## config.mk

```make
export PLATFORM = sky130hd
export DESIGN_NAME = lru_buffer_pool_latch_manager_core
export DESIGN_NICKNAME = d
export VERILOG_FILES = /design/src/rtl/lbpm_pkg.sv /design/src/rtl/lbpm_ram.sv /design/src/rtl/lbpm_latch_file.sv /design/src/rtl/lru_buffer_pool_latch_manager_core.sv
export SDC_FILE = /design/constraint.sdc
export NUM_CORES = 1
export LEC_CHECK = 0
export BUFFER_PORTS_ARGS = -buffer_cell sky130_fd_sc_hd__buf_2
export CAP_MARGIN = 10
export CORE_MARGIN = 10
export CORE_UTILIZATION = 50
export CTS_CLUSTER_SIZE = 25
export DETAILED_ROUTE_END_ITERATION = 6
export PLACE_DENSITY = 0.73
export SKIP_CTS_REPAIR_TIMING = 1
export SYNTH_ARGS = -nofsm -noshare
export SYNTH_HDL_FRONTEND = slang
export SYNTH_SLANG_ARGS = --single-unit
```

## constraint.sdc

```tcl
create_clock -name clk -period 4.5 [get_ports clk]
set_input_delay 0.45 -clock clk [delete_from_list [all_inputs] [get_ports clk]]
set_output_delay 0.45 -clock clk [all_outputs]
set_load 0.005 [all_outputs]
```

## src/rtl/lbpm_pkg.sv

```systemverilog
package lbpm_pkg;

  localparam int FRAMES = 16;
  localparam int SLOT_W = $clog2(FRAMES);
  localparam int CNT_W  = $clog2(FRAMES + 1);
  localparam int RDR_W  = 8;
  localparam int PAGE_W = 32;
  localparam int LIM_W  = 5;

  localparam logic [LIM_W-1:0] LIMIT_RESET = LIM_W'(16);
  localparam logic [RDR_W-1:0] RDR_MAX     = {RDR_W{1'b1}};

  localparam logic [2:0] ST_HIT       = 3'd0;
  localparam logic [2:0] ST_LOADED    = 3'd1;
  localparam logic [2:0] ST_EVICTED   = 3'd2;
  localparam logic [2:0] ST_NOVICTIM  = 3'd3;
  localparam logic [2:0] ST_BUSY      = 3'd4;
  localparam logic [2:0] ST_UNFIXED   = 3'd5;
  localparam logic [2:0] ST_NOTCACHED = 3'd6;

  localparam logic CMD_FIX   = 1'b0;
  localparam logic CMD_UNFIX = 1'b1;

  typedef struct packed {
    logic             excl;
    logic [RDR_W-1:0] readers;
  } latch_t;

  typedef struct packed {
    logic              en;
    logic [SLOT_W-1:0] slot;
    latch_t            value;
  } latch_wr_t;

endpackage

```

## src/rtl/lbpm_ram.sv

```systemverilog
module lbpm_ram #(
  parameter int WIDTH = 8,
  parameter int DEPTH = 16
) (
  input  logic                     clk,
  input  logic                     we,
  input  logic [$clog2(DEPTH)-1:0] waddr,
  input  logic [WIDTH-1:0]         wdata,
  input  logic [$clog2(DEPTH)-1:0] raddr,
  output logic [WIDTH-1:0]         rdata
);

  logic [WIDTH-1:0] mem [DEPTH];

  always_ff @(posedge clk) begin
    if (we) begin
      mem[waddr] <= wdata;
    end
    rdata <= mem[raddr];
  end

endmodule

```

## src/rtl/lbpm_latch_file.sv

```systemverilog
module lbpm_latch_file (
  input  logic                      clk,
  input  logic                      rst,
  input  lbpm_pkg::latch_wr_t       wr,
  input  logic [lbpm_pkg::SLOT_W-1:0] raddr,
  output lbpm_pkg::latch_t          rd
);

  // Per-frame latch state; reset releases every latch at once.
  lbpm_pkg::latch_t lat [lbpm_pkg::FRAMES];

  always_ff @(posedge clk) begin
    if (rst) begin
      for (int i = 0; i < lbpm_pkg::FRAMES; i++) begin
        lat[i] <= '0;
      end
    end else if (wr.en) begin
      lat[wr.slot] <= wr.value;
    end
  end

  assign rd = lat[raddr];

endmodule

```

## src/rtl/lru_buffer_pool_latch_manager_core.sv

```systemverilog
// Sequence: busy stays high for the page scan, then on unfix or eviction for the LRU
// scan and the shift to the most recently used end. The memory walks read one entry
// per cycle. done is a one-cycle strobe in the cycle in which busy falls, and a new
// request is taken only once the block is idle again. The receiver cannot stall.
// Reset (rst, synchronous): all latches released, no frames in use, limit 16.
module lru_buffer_pool_latch_manager_core (
  input  logic        clk,
  input  logic        rst,
  input  logic        start,
  output logic        busy,
  input  logic        command,
  input  logic [31:0] page_id,
  input  logic        want_exclusive,
  input  logic        is_dirty,
  input  logic        cfg_we,
  input  logic [4:0]  cfg_data,
  output logic        done,
  output logic [2:0]  status,
  output logic [3:0]  frame_slot,
  output logic        write_back,
  output logic [31:0] write_page
);

  localparam int SW = lbpm_pkg::SLOT_W;
  localparam int CW = lbpm_pkg::CNT_W;
  localparam int PW = lbpm_pkg::PAGE_W;

  // The sequencer walks three phases. The page scan reads the page memory
  // slot by slot; since occupied slots are exactly 0..used-1 and a page is
  // held at most once, this finds the same frame as a walk in LRU order. The
  // LRU scan then finds either the hit frame's position (unfix) or the first
  // unlatched frame (eviction). The shift phase moves that entry to the most
  // recently used end, reading position p+1 and writing position p in the next
  // cycle, so the write always trails the reads and never collides.
  typedef enum logic [3:0] {
    S_IDLE  = 4'b0001,
    S_PSCAN = 4'b0010,
    S_LSCAN = 4'b0100,
    S_SHIFT = 4'b1000
  } state_t;

  state_t state, state_next;

  logic [CW-1:0] iss, iss_next;
  logic          rd_pend, rd_pend_next;
  logic [SW-1:0] rd_idx, rd_idx_next;
  logic [SW-1:0] sel, sel_next;
  logic          victim_mode, victim_mode_next;
  logic          old_pend, old_pend_next;
  logic [PW-1:0] old_page, old_page_next;
  logic [CW-1:0] used, used_next;
  logic [4:0]    frame_limit;

  logic          cmd_q, excl_q, dirty_q;
  logic [PW-1:0] page_q;

  logic          emit;
  logic [2:0]    e_status;
  logic [SW-1:0] e_slot;
  logic          e_wb;
  logic [PW-1:0] e_page;

  logic          pg_we;
  logic [SW-1:0] pg_waddr, pg_raddr;
  logic [PW-1:0] pg_wdata, pg_rdata;
  logic          lru_we;
  logic [SW-1:0] lru_waddr, lru_raddr, lru_wdata, lru_rdata;

  lbpm_pkg::latch_wr_t lat_wr;
  logic [SW-1:0]       lat_raddr;
  lbpm_pkg::latch_t    lat_rd;

  logic room;
  logic pg_match, lscan_hit;

  lbpm_ram #(.WIDTH(PW), .DEPTH(lbpm_pkg::FRAMES)) u_page_ram (
    .clk(clk), .we(pg_we), .waddr(pg_waddr), .wdata(pg_wdata),
    .raddr(pg_raddr), .rdata(pg_rdata)
  );

  lbpm_ram #(.WIDTH(SW), .DEPTH(lbpm_pkg::FRAMES)) u_lru_ram (
    .clk(clk), .we(lru_we), .waddr(lru_waddr), .wdata(lru_wdata),
    .raddr(lru_raddr), .rdata(lru_rdata)
  );

  lbpm_latch_file u_latch (
    .clk(clk), .rst(rst), .wr(lat_wr), .raddr(lat_raddr), .rd(lat_rd)
  );

  assign busy = (state != S_IDLE);

  // A limit above the pool size acts as the pool size.
  assign room = (int'(used) < int'(frame_limit)) && (int'(used) < lbpm_pkg::FRAMES);

  assign pg_match  = rd_pend && (pg_rdata == page_q);
  assign lscan_hit = rd_pend && (victim_mode ?
                     (!lat_rd.excl && (lat_rd.readers == '0)) : (lru_rdata == sel));

  always_comb begin
    state_next       = state;
    iss_next         = iss;
    rd_pend_next     = 1'b0;
    rd_idx_next      = rd_idx;
    sel_next         = sel;
    victim_mode_next = victim_mode;
    old_pend_next    = old_pend;
    old_page_next    = old_page;
    used_next        = used;

    emit     = 1'b0;
    e_status = lbpm_pkg::ST_HIT;
    e_slot   = '0;
    e_wb     = 1'b0;
    e_page   = '0;

    pg_we     = 1'b0;
    pg_waddr  = sel;
    pg_wdata  = page_q;
    pg_raddr  = rd_idx;
    lru_we    = 1'b0;
    lru_waddr = rd_idx;
    lru_wdata = lru_rdata;
    lru_raddr = rd_idx;
    lat_wr    = '0;
    lat_raddr = sel;

    case (state)
      S_IDLE: begin
        if (start) begin
          iss_next      = '0;
          old_pend_next = 1'b0;
          state_next    = S_PSCAN;
        end
      end

      S_PSCAN: begin
        lat_raddr = rd_idx;
        if (pg_match || (!rd_pend && (iss == used))) begin
          if (cmd_q == lbpm_pkg::CMD_UNFIX) begin
            if (!pg_match) begin
              emit       = 1'b1;
              e_status   = lbpm_pkg::ST_NOTCACHED;
              state_next = S_IDLE;
            end else begin
              sel_next         = rd_idx;
              victim_mode_next = 1'b0;
              iss_next         = '0;
              state_next       = S_LSCAN;
            end
          end else if (pg_match) begin
            // Fix hit: latch if compatible, LRU order untouched.
            state_next = S_IDLE;
            emit       = 1'b1;
            if (excl_q ? (lat_rd.excl || (lat_rd.readers != '0))
                       : (lat_rd.excl || (lat_rd.readers == lbpm_pkg::RDR_MAX))) begin
              e_status = lbpm_pkg::ST_BUSY;
            end else begin
              e_status     = lbpm_pkg::ST_HIT;
              e_slot       = rd_idx;
              lat_wr.en    = 1'b1;
              lat_wr.slot  = rd_idx;
              lat_wr.value = lat_rd;
              if (excl_q) begin
                lat_wr.value.excl = 1'b1;
              end else begin
                lat_wr.value.readers = lat_rd.readers + 1'b1;
              end
            end
          end else if (room) begin
            // Miss with a free slot: the new slot goes to the MRU end.
            pg_we              = 1'b1;
            pg_waddr           = used[SW-1:0];
            lru_we             = 1'b1;
            lru_waddr          = used[SW-1:0];
            lru_wdata          = used[SW-1:0];
            lat_wr.en          = 1'b1;
            lat_wr.slot        = used[SW-1:0];
            lat_wr.value.excl  = excl_q;
            lat_wr.value.readers = excl_q ? '0 : lbpm_pkg::RDR_W'(1);
            used_next          = used + 1'b1;
            emit               = 1'b1;
            e_status           = lbpm_pkg::ST_LOADED;
            e_slot             = used[SW-1:0];
            state_next         = S_IDLE;
          end else begin
            victim_mode_next = 1'b1;
            iss_next         = '0;
            state_next       = S_LSCAN;
          end
        end else if (iss < used) begin
          pg_raddr     = iss[SW-1:0];
          rd_pend_next = 1'b1;
          rd_idx_next  = iss[SW-1:0];
          iss_next     = iss + 1'b1;
        end
      end

      S_LSCAN: begin
        lat_raddr = lru_rdata;
        if (lscan_hit) begin
          sel_next   = lru_rdata;
          iss_next   = CW'(rd_idx) + 1'b1;
          state_next = S_SHIFT;
          if (victim_mode) begin
            // Fetch the victim's page for the write-back report.
            pg_raddr      = lru_rdata;
            old_pend_next = 1'b1;
          end
        end else if (!rd_pend && (iss == used)) begin
          emit       = 1'b1;
          e_status   = lbpm_pkg::ST_NOVICTIM;
          state_next = S_IDLE;
        end else if (iss < used) begin
          lru_raddr    = iss[SW-1:0];
          rd_pend_next = 1'b1;
          rd_idx_next  = iss[SW-1:0];
          iss_next     = iss + 1'b1;
        end
      end

      S_SHIFT: begin
        if (old_pend) begin
          old_page_next = pg_rdata;
          old_pend_next = 1'b0;
        end
        if (rd_pend) begin
          lru_we    = 1'b1;
          lru_waddr = rd_idx - 1'b1;
          lru_wdata = lru_rdata;
        end
        if (iss < used) begin
          lru_raddr    = iss[SW-1:0];
          rd_pend_next = 1'b1;
          rd_idx_next  = iss[SW-1:0];
          iss_next     = iss + 1'b1;
        end else if (!rd_pend) begin
          lru_we     = 1'b1;
          lru_waddr  = SW'(used - 1'b1);
          lru_wdata  = sel;
          emit       = 1'b1;
          e_slot     = sel;
          state_next = S_IDLE;
          lat_wr.en   = 1'b1;
          lat_wr.slot = sel;
          if (cmd_q == lbpm_pkg::CMD_UNFIX) begin
            // An exclusive holder is released first, else one reader.
            lat_wr.value = lat_rd;
            if (lat_rd.excl) begin
              lat_wr.value.excl = 1'b0;
            end else if (lat_rd.readers != '0) begin
              lat_wr.value.readers = lat_rd.readers - 1'b1;
            end
            e_status = lbpm_pkg::ST_UNFIXED;
            e_wb     = dirty_q;
            e_page   = dirty_q ? page_q : '0;
          end else begin
            pg_we                = 1'b1;
            pg_waddr             = sel;
            lat_wr.value.excl    = excl_q;
            lat_wr.value.readers = excl_q ? '0 : lbpm_pkg::RDR_W'(1);
            e_status             = lbpm_pkg::ST_EVICTED;
            e_wb                 = 1'b1;
            e_page               = old_pend ? pg_rdata : old_page;
          end
        end
      end

      default: begin
        state_next = S_IDLE;
      end
    endcase
  end

  always_ff @(posedge clk) begin
    if (rst) begin
      state       <= S_IDLE;
      rd_pend     <= 1'b0;
      old_pend    <= 1'b0;
      used        <= '0;
      frame_limit <= lbpm_pkg::LIMIT_RESET;
      done        <= 1'b0;
    end else begin
      state    <= state_next;
      rd_pend  <= rd_pend_next;
      old_pend <= old_pend_next;
      used     <= used_next;
      done     <= emit;
      if (cfg_we) begin
        frame_limit <= cfg_data;
      end
    end
  end

  always_ff @(posedge clk) begin
    iss         <= iss_next;
    rd_idx      <= rd_idx_next;
    sel         <= sel_next;
    victim_mode <= victim_mode_next;
    old_page    <= old_page_next;
    if ((state == S_IDLE) && start) begin
      cmd_q   <= command;
      page_q  <= page_id;
      excl_q  <= want_exclusive;
      dirty_q <= is_dirty;
    end
    if (emit) begin
      status     <= e_status;
      frame_slot <= 4'(e_slot);
      write_back <= e_wb;
      write_page <= e_page;
    end
  end

endmodule

```

==> results of run 1 <==
## worst register-to-register path: stages (launching register included)
cell	delay [ns]
dfxtp_4	0.39
buf_6	0.12
and3b_2	0.22
o21a_1	0.24
nor2_1	0.15
buf_4	0.20
buf_4	0.16
nand2_1	0.20
o221ai_2	0.41
nor4_4	0.07
buf_4	0.16
buf_4	0.14
o2111ai_4	0.22
a21o_1	0.23
nor2_1	0.09
a311oi_4	0.41
nand3b_1	0.28
buf_4	0.19
clkbuf_16	0.16
o22ai_1	0.07
or4_1	0.52
## cell type report
class	instances	area [µm²]
sequential	894	26330
clock buffer	117	2425
clock inverter	52	594.3
inverter	35	131.4
multi-input combinational	1445	10840
fill	5157	27060
timing repair buffer	466	4632
tap	959	1200
## synth_stat cells, types with 35 or more instances
cell type	instances
a21oi_1	57
a22o_1	37
buf_2	55
clkbuf_1	74
dfxtp_1	53
edfxtp_1	841
mux2_2	40
mux2i_1	318
nand2_1	158
nand3_1	41
nor2_1	238
o21ai_0	35
o22ai_1	136
## power by group
part           total [mW]  internal [mW]  switching (mW)
clock network        7.56           4.32            3.24
logic                1.26          0.534           0.730
registers            9.35           9.24           0.109
## stage by stage
stage               utilization  hold WS (ns)
detailed placement       0.5652        0.4942
finish                   0.6304       0.05066
global placement         0.5652        0.4934
CTS                      0.6065      -0.07920
global route             0.6304       0.03898
floorplan                     -        0.4550
## sequential cells by signal, indices dropped and copies added (netlist names)
name and cells:
sel 4, victim_mode 1, cmd_q 1, u_lru_ram.rdata 4, write_page 32, iss 5, old_page 32, old_pend 1
u_page_ram.mem 512, write_back 1, done 1, status 3, u_latch.lat 144, dirty_q 1, rd_idx 4, page_q 32
u_lru_ram.mem 64, frame_limit 5, used 5, rd_pend 1, frame_slot 4, state 4, u_page_ram.rdata 32, excl_q 1
## how the worst max path moves through the flow
stage,start,endpoint,slack (ns),cells after the start
finish,state[2],u_page_ram.rdata[4],-0.24,20
floorplan,state[2],u_page_ram.mem[5][0],-0.35,10
global route,state[1],u_page_ram.rdata[4],-0.45,20
global placement,state[2],u_page_ram.rdata[9],-0.39,17
detailed placement,state[2],u_page_ram.rdata[8],-0.58,17
CTS,state[2],u_page_ram.rdata[9],-0.60,17
## logic make-up (layout without fill, tap and decap cells)
group | Yosys count | count (layout)
XOR/XNOR | 50 | 50
adder cells (fa/ha/maj) | 19 | 19
buffers and inverters | 175 | 670
AND/OR/NAND/NOR | 596 | 599
multiplexers | 358 | 358
AO/OA/AOI/OAI | 419 | 419
flip-flops | 894 | 894
## routing by layer
metal	vias up	track usage	wire length [µm]
li1	10610	-	-
met5	-	0	0
met2	1431	0.3839	51360
met1	12280	0.3055	41240
met3	293	0.04199	9478
met4	0	0.08777	4282
==> flow_metrics.tcl, run 1 <==
set metrics [dict create \
    layout_common_cells "edfxtp_1, mux2i_1, buf_4" \
    r2r-start "state[2]" \
    ios 86 \
    crit_type "reg2reg" \
    gp_congestion 0.9768 \
    ys.flop_type "edfxtp_1" \
    antenna_left 0 \
    vdd_drop_max_mv 0.4392 \
    hp-class "in2reg" \
    synth_top_family_by_area "multiplexers" \
    worstReg2RegEnd "u_page_ram.rdata[4]" \
    cpMostUsedCell "buf_4" \
    synth_edf_count 841 \
    dp_cells 3711 \
    min_period_ns 4.740 \
    holdPathEnd "frame_limit[0]" \
    cts_tree "built" \
    htreeDepth 3 \
    first_global_vias 24110 \
    clock_skew_ns 0.05343 \
    antenna_found_initial 1 \
    maxCapViolCount 0 \
    first_pass_iters 6 \
    status "finished with violations" \
    overflow 0 \
    final_common_cell "edfxtp_1" \
    final_cells 3968 \
    final_area_mm2 0.04615 \
    synth_compound_area_frac 0.07909 \
    cts-root-buf "clkbuf_16" \
    row_count 99 \
    yosys.area_share.simple 0.07450 \
    cpMaxStageDelayCell "or4_1" \
    rrSetupSlack_ns -0.24 \
    setup_violations 119 \
    synthTopCellsByArea "edfxtp_1, mux2i_1, dfxtp_1" \
    synthArstFlopShare 0 \
    clock.fmax_ghz 0.2110 \
    wirelength_mm 106.4 \
    synth-xor-area-share 0.01201 \
    fin_crit_sh 1.053 \
    clkLatencyLatePin_ns 0.68 \
    areaGrowthSynthToFinish_pct 24.39 \
    leakagePower_nw 16.79 \
    synth_fa_ha_area_frac 0.006408 \
    crit_required_ns 5.03 \
    yosys.cell_types.count 80 \
    layout.nets 2995 \
    path_cells "buf_6, and3b_2, o21a_1, nor2_1, buf_4, buf_4, nand2_1, o221ai_2, nor4_4, buf_4, buf_4, o2111ai_4, a21o_1, nor2_1, a311oi_4, nand3b_1, buf_4, clkbuf_16, o22ai_1, or4_1" \
    slew_viol_final 0 \
    yosysTopAreaCellShare 0.6807 \
    start_util 0.5068 \
    hold_depth 3 \
    die_h_um 292.4 \
    violations "negative setup slack" \
    rsz0062_at_grt "yes" \
    via_count 24610 \
    grt_max_degree 38 \
    synth_fp_nets 2574 \
    cp-start-kind "register" \
    grt_pass1_wl_mm 151.9 \
    synth-seq-area-share 0.7093 \
    hold_viol_final 0 \
    ys_ff_latch 894 \
    yosysWarningCount 0 \
    syn_avg_cell_area_um2 14.77 \
    numCtsBuffers 90 \
    clk_pin_slew_ns 0.07 \
    drt_iter0_markers 2974 \
    place_hpwl_mm 64.17 \
    placed_area_mm2 0.04138 \
    cp_num_buf_inv 7 \
    clockBufferDepth 3 \
    drc_errors 0 \
    place_ws_ns -0.5819 \
    cts_sinks 894 \
    crit_family "compound AO/OA/AOI/OAI gates" \
    track_usage 0.2329 \
    drive_above_1_share 0.2522 \
    postLayoutSetupSlackWorst_ns -0.2405 \
    powerDensity_mw_per_mm2 393.7 \
    dieArea_mm2 0.08549 \
    yosys.area.top_type "edfxtp_1" \
    critPathArrivalTime_ns 5.27 \
    viasPerCell 6.201 \
    hp-start "cfg_data[0]" \
    synth_area_mm2 0.03710 \
    ff2ff_path_depth 20 \
    synthMuxAreaShare 0.09794 \
    io_buffers 85 \
    fp.dieW_um 292.4 \
    power.total_mw 18.17 \
    cp_slowest_stage_delay_ns 0.52 \
    path_max_fanout 8 \
    core-area_mm2 0.07321 \
    cp-end-kind "register" \
    synthCells 2511 \
    relSlewSlack 0.07633 \
    tns_ns -8.734 \
    antenna_cells 0 \
    post_drt_wl_per_cell_um 26.80 \
    tightestPinTransition_ns 1.384 \
]
No activity file was read; power rests on OpenSTA's default activity.
==> run 2: changes to the inputs <==
--- a/config.mk
+++ b/config.mk
@@ -8,11 +8,12 @@
 export BUFFER_PORTS_ARGS = -buffer_cell sky130_fd_sc_hd__buf_2
 export CAP_MARGIN = 10
 export CORE_MARGIN = 10
-export CORE_UTILIZATION = 50
+export CORE_UTILIZATION = 55
 export CTS_CLUSTER_SIZE = 25
 export DETAILED_ROUTE_END_ITERATION = 6
-export PLACE_DENSITY = 0.73
+export PLACE_DENSITY = 0.78
 export SKIP_CTS_REPAIR_TIMING = 1
 export SYNTH_ARGS = -nofsm -noshare
 export SYNTH_HDL_FRONTEND = slang
+export SYNTH_HIERARCHICAL = 1
 export SYNTH_SLANG_ARGS = --single-unit
==> run 2 against run 1 <==
  * The run still ends with negative setup slack left
  * Combinational power is 16% higher
  * Die area is 9.9% lower
  * Count of clock-buffer cells in the layout is 5 lower
  * Synthesized cell count is 19% lower
  * Critical path depth stayed put
  * Via count is 11% lower
  * Clock power is 2% higher
  * Wire length is 7.5% lower
  * Fmax is 7.3% lower
  * Largest power group unchanged
  * Highest routed layer is now met5
==> flow_metrics.tcl, run 2 <==
set metrics [dict create \
    crit_family "compound AO/OA/AOI/OAI gates" \
    drt_iter0_markers 2989 \
    clkLatencyLatePin_ns 0.67 \
    synth_fp_nets 2090 \
    cp-end-kind "register" \
    status "finished with violations" \
    io_buffers 85 \
    critPathArrivalTime_ns 5.63 \
    syn_avg_cell_area_um2 17.99 \
    fp.dieW_um 277.5 \
    core-area_mm2 0.06575 \
    power.total_mw 18.62 \
    antenna_found_initial 2 \
    overflow 0 \
    yosysMostFrequentCell "edfxtp_1" \
    via_count 21870 \
    crit_required_ns 5.02 \
    setup_violations 324 \
    ys.flop_type "edfxtp_1" \
    cp-start-kind "register" \
    synth_edf_count 841 \
    tightestPinTransition_ns 1.150 \
    antenna_left 0 \
    first_pass_iters 6 \
    grt_pass1_wl_mm 136.3 \
    viasPerCell 6.533 \
    synth_common_cells "edfxtp_1, mux4_2, and2_1, nand2_1, a22oi_1" \
    crit_path_start "state[0]" \
    vdd_drop_max_mv 0.3279 \
    antenna_cells 0 \
    die_h_um 277.5 \
    grt_max_degree 43 \
    synth_area_mm2 0.03647 \
    rrSetupSlack_ns -0.61 \
    first_global_vias 21460 \
    synthTopCellsByArea "edfxtp_1, mux4_2, dfxtp_1" \
    cp_num_buf_inv 6 \
    wirelength_mm 98.40 \
    htreeDepth 3 \
    crit_type "reg2reg" \
    yosys.cell_types.count 70 \
    post_drt_wl_per_cell_um 29.40 \
    synth-seq-area-share 0.7216 \
    postLayoutSetupSlackWorst_ns -0.6132 \
    drc_errors 0 \
    layout.nets 2472 \
    path_max_fanout 7 \
    ff2ff_path_depth 20 \
    cts_tree "built" \
    slew_viol_final 0 \
    largest_register_ffs 512 \
    yosysWarningCount 6 \
    cpMostUsedCell "buf_12" \
    areaGrowthSynthToFinish_pct 23.79 \
    multi_input_area_mm2 0.01074 \
    row_count 94 \
    regMostFlops "u_page_ram/mem" \
    drive_above_1_share 0.3927 \
    clock.fmax_ghz 0.1956 \
    start_util 0.5547 \
    numCtsBuffers 88 \
    regArea_mm2 0.02632 \
    clockBufferDepth 3 \
    fin_crit_sh 1.136 \
    gp_congestion 0.9426 \
    cpMaxStageDelayCell "a221o_4" \
    relSlewSlack 0.2330 \
    hp-class "in2reg" \
    cts_sinks 894 \
    yosys.area.top_type "edfxtp_1" \
    n_fill_cell 3911 \
    tns_ns -149.87 \
    powerDensity_mw_per_mm2 412.5 \
    maxCapViolCount 0 \
    crit_cells 20 \
    synthCells 2027 \
    worstReg2RegEnd "u_page_ram/rdata[8]" \
    place_hpwl_mm 54.27 \
    utilization 0.6866 \
    min_period_ns 5.113 \
    largestRegisters "u_page_ram/mem: 512 flops, u_latch/lat: 144 flops, u_lru_ram/mem: 64 flops" \
    crit_end "u_page_ram/rdata[8]" \
    dieArea_mm2 0.07700 \
    rsz0062_at_grt "yes" \
    ios 86 \
    synthArstFlopShare 0 \
    ys_ff_latch 894 \
    violations "negative setup slack" \
    clock_skew_ns 0.04983 \
    leakagePower_nw 15.64 \
    clk_pin_slew_ns 0.06 \
    final_common_cell "edfxtp_1" \
    yosysTopAreaCellShare 0.6925 \
    cts-root-buf "clkbuf_16" \
    hold_viol_final 0 \
    track_usage 0.2350 \
    path_cells "buf_12, nor4b_4, nor2_2, a221o_2, buf_12, buf_8, mux4_2, a22oi_2, nand2_2, nor4_4, nand3_1, buf_6, nor2_4, o21ai_2, a221o_4, buf_12, buf_4, mux4_2, a22oi_2, nand2_1" \
    r2r-start "state[0]" \
    cp_slowest_stage_delay_ns 0.50 \
    layout_common_cells "edfxtp_1, mux4_2, buf_4" \
]
run 2: worst reg2reg max path: cells and delay by family (launching register included):
kind	cells	cell delay, ns
flops	1	0.34
buf+inv	6	0.97
simple gates	7	1.23
mux	2	0.93
compound gates	5	1.51
run 2: how the worst min path moves through the flow:
stage,cells after the start,endpoint,slack (ns),start
3_5_place_dp,2,frame_limit[3],0.49,frame_limit[3]
3_3_place_gp,2,frame_limit[1],0.48,frame_limit[1]
4_1_cts,1,page_q[13],-0.07,page_id[13]
2_1_floorplan,2,frame_limit[1],0.46,frame_limit[1]
5_1_grt,1,page_q[6],0.003,page_id[6]
6_report,1,page_q[6],0.02,page_id[6]
run 2: logic make-up after synthesis:
| logic type | after synthesis | share of synthesized area |
|---|---|---|
| DFF | 894 | 0.7216 |
| and+or+nand+nor | 464 | 0.06783 |
| AOI/OAI and AO/OA | 233 | 0.04827 |
| muxes | 230 | 0.1274 |
| buffers and inverters | 139 | 0.01681 |
| xor gates and xnor gates | 48 | 0.01153 |
| adders and majority gates | 19 | 0.006519 |
run 2: layout make-up:
| class | count | area share |
|---|---|---|
| tap | 864 | 0.02395 |
| timing repair buffer | 384 | 0.08440 |
| clock inverter | 52 | 0.01536 |
| multi-input combinational | 1010 | 0.2378 |
| clock buffer | 112 | 0.05280 |
| sequential | 894 | 0.5831 |
| inverter | 31 | 0.002578 |
run 2: metal layers:
layer / track usage / wire length [µm] / up-vias
li1: - / - / 8922
met1: 0.3104 / 35560 / 11170
met2: 0.3797 / 47780 / 1535
met3: 0.05560 / 11680 / 238
met4: 0.08028 / 3363 / 2
met5: 0 / 13 / -
run 2: per-stage QoR:
step                      std cells  cell area [µm²]  hold WS (ns)  worst slack (ns)
final                          3347            45140       0.01576           -0.6132
after global routing           3347            45140      0.002553           -0.6984
after CTS                      3241            43100      -0.06801           -0.5927
after detailed placement       3077            40020        0.4909           -0.5527
after global placement         3077            40020        0.4778           -0.5326
after floorplan                2027            36730        0.4604           -0.4875
run 2: power by group:
part / leakage, nW / switching [mW] / total (mW) / internal [mW]
Clock: 1.49 / 3.23 / 7.72 / 4.49
Combinational: 5.86 / 0.816 / 1.46 / 0.646
Sequential: 8.28 / 0.138 / 9.43 / 9.30
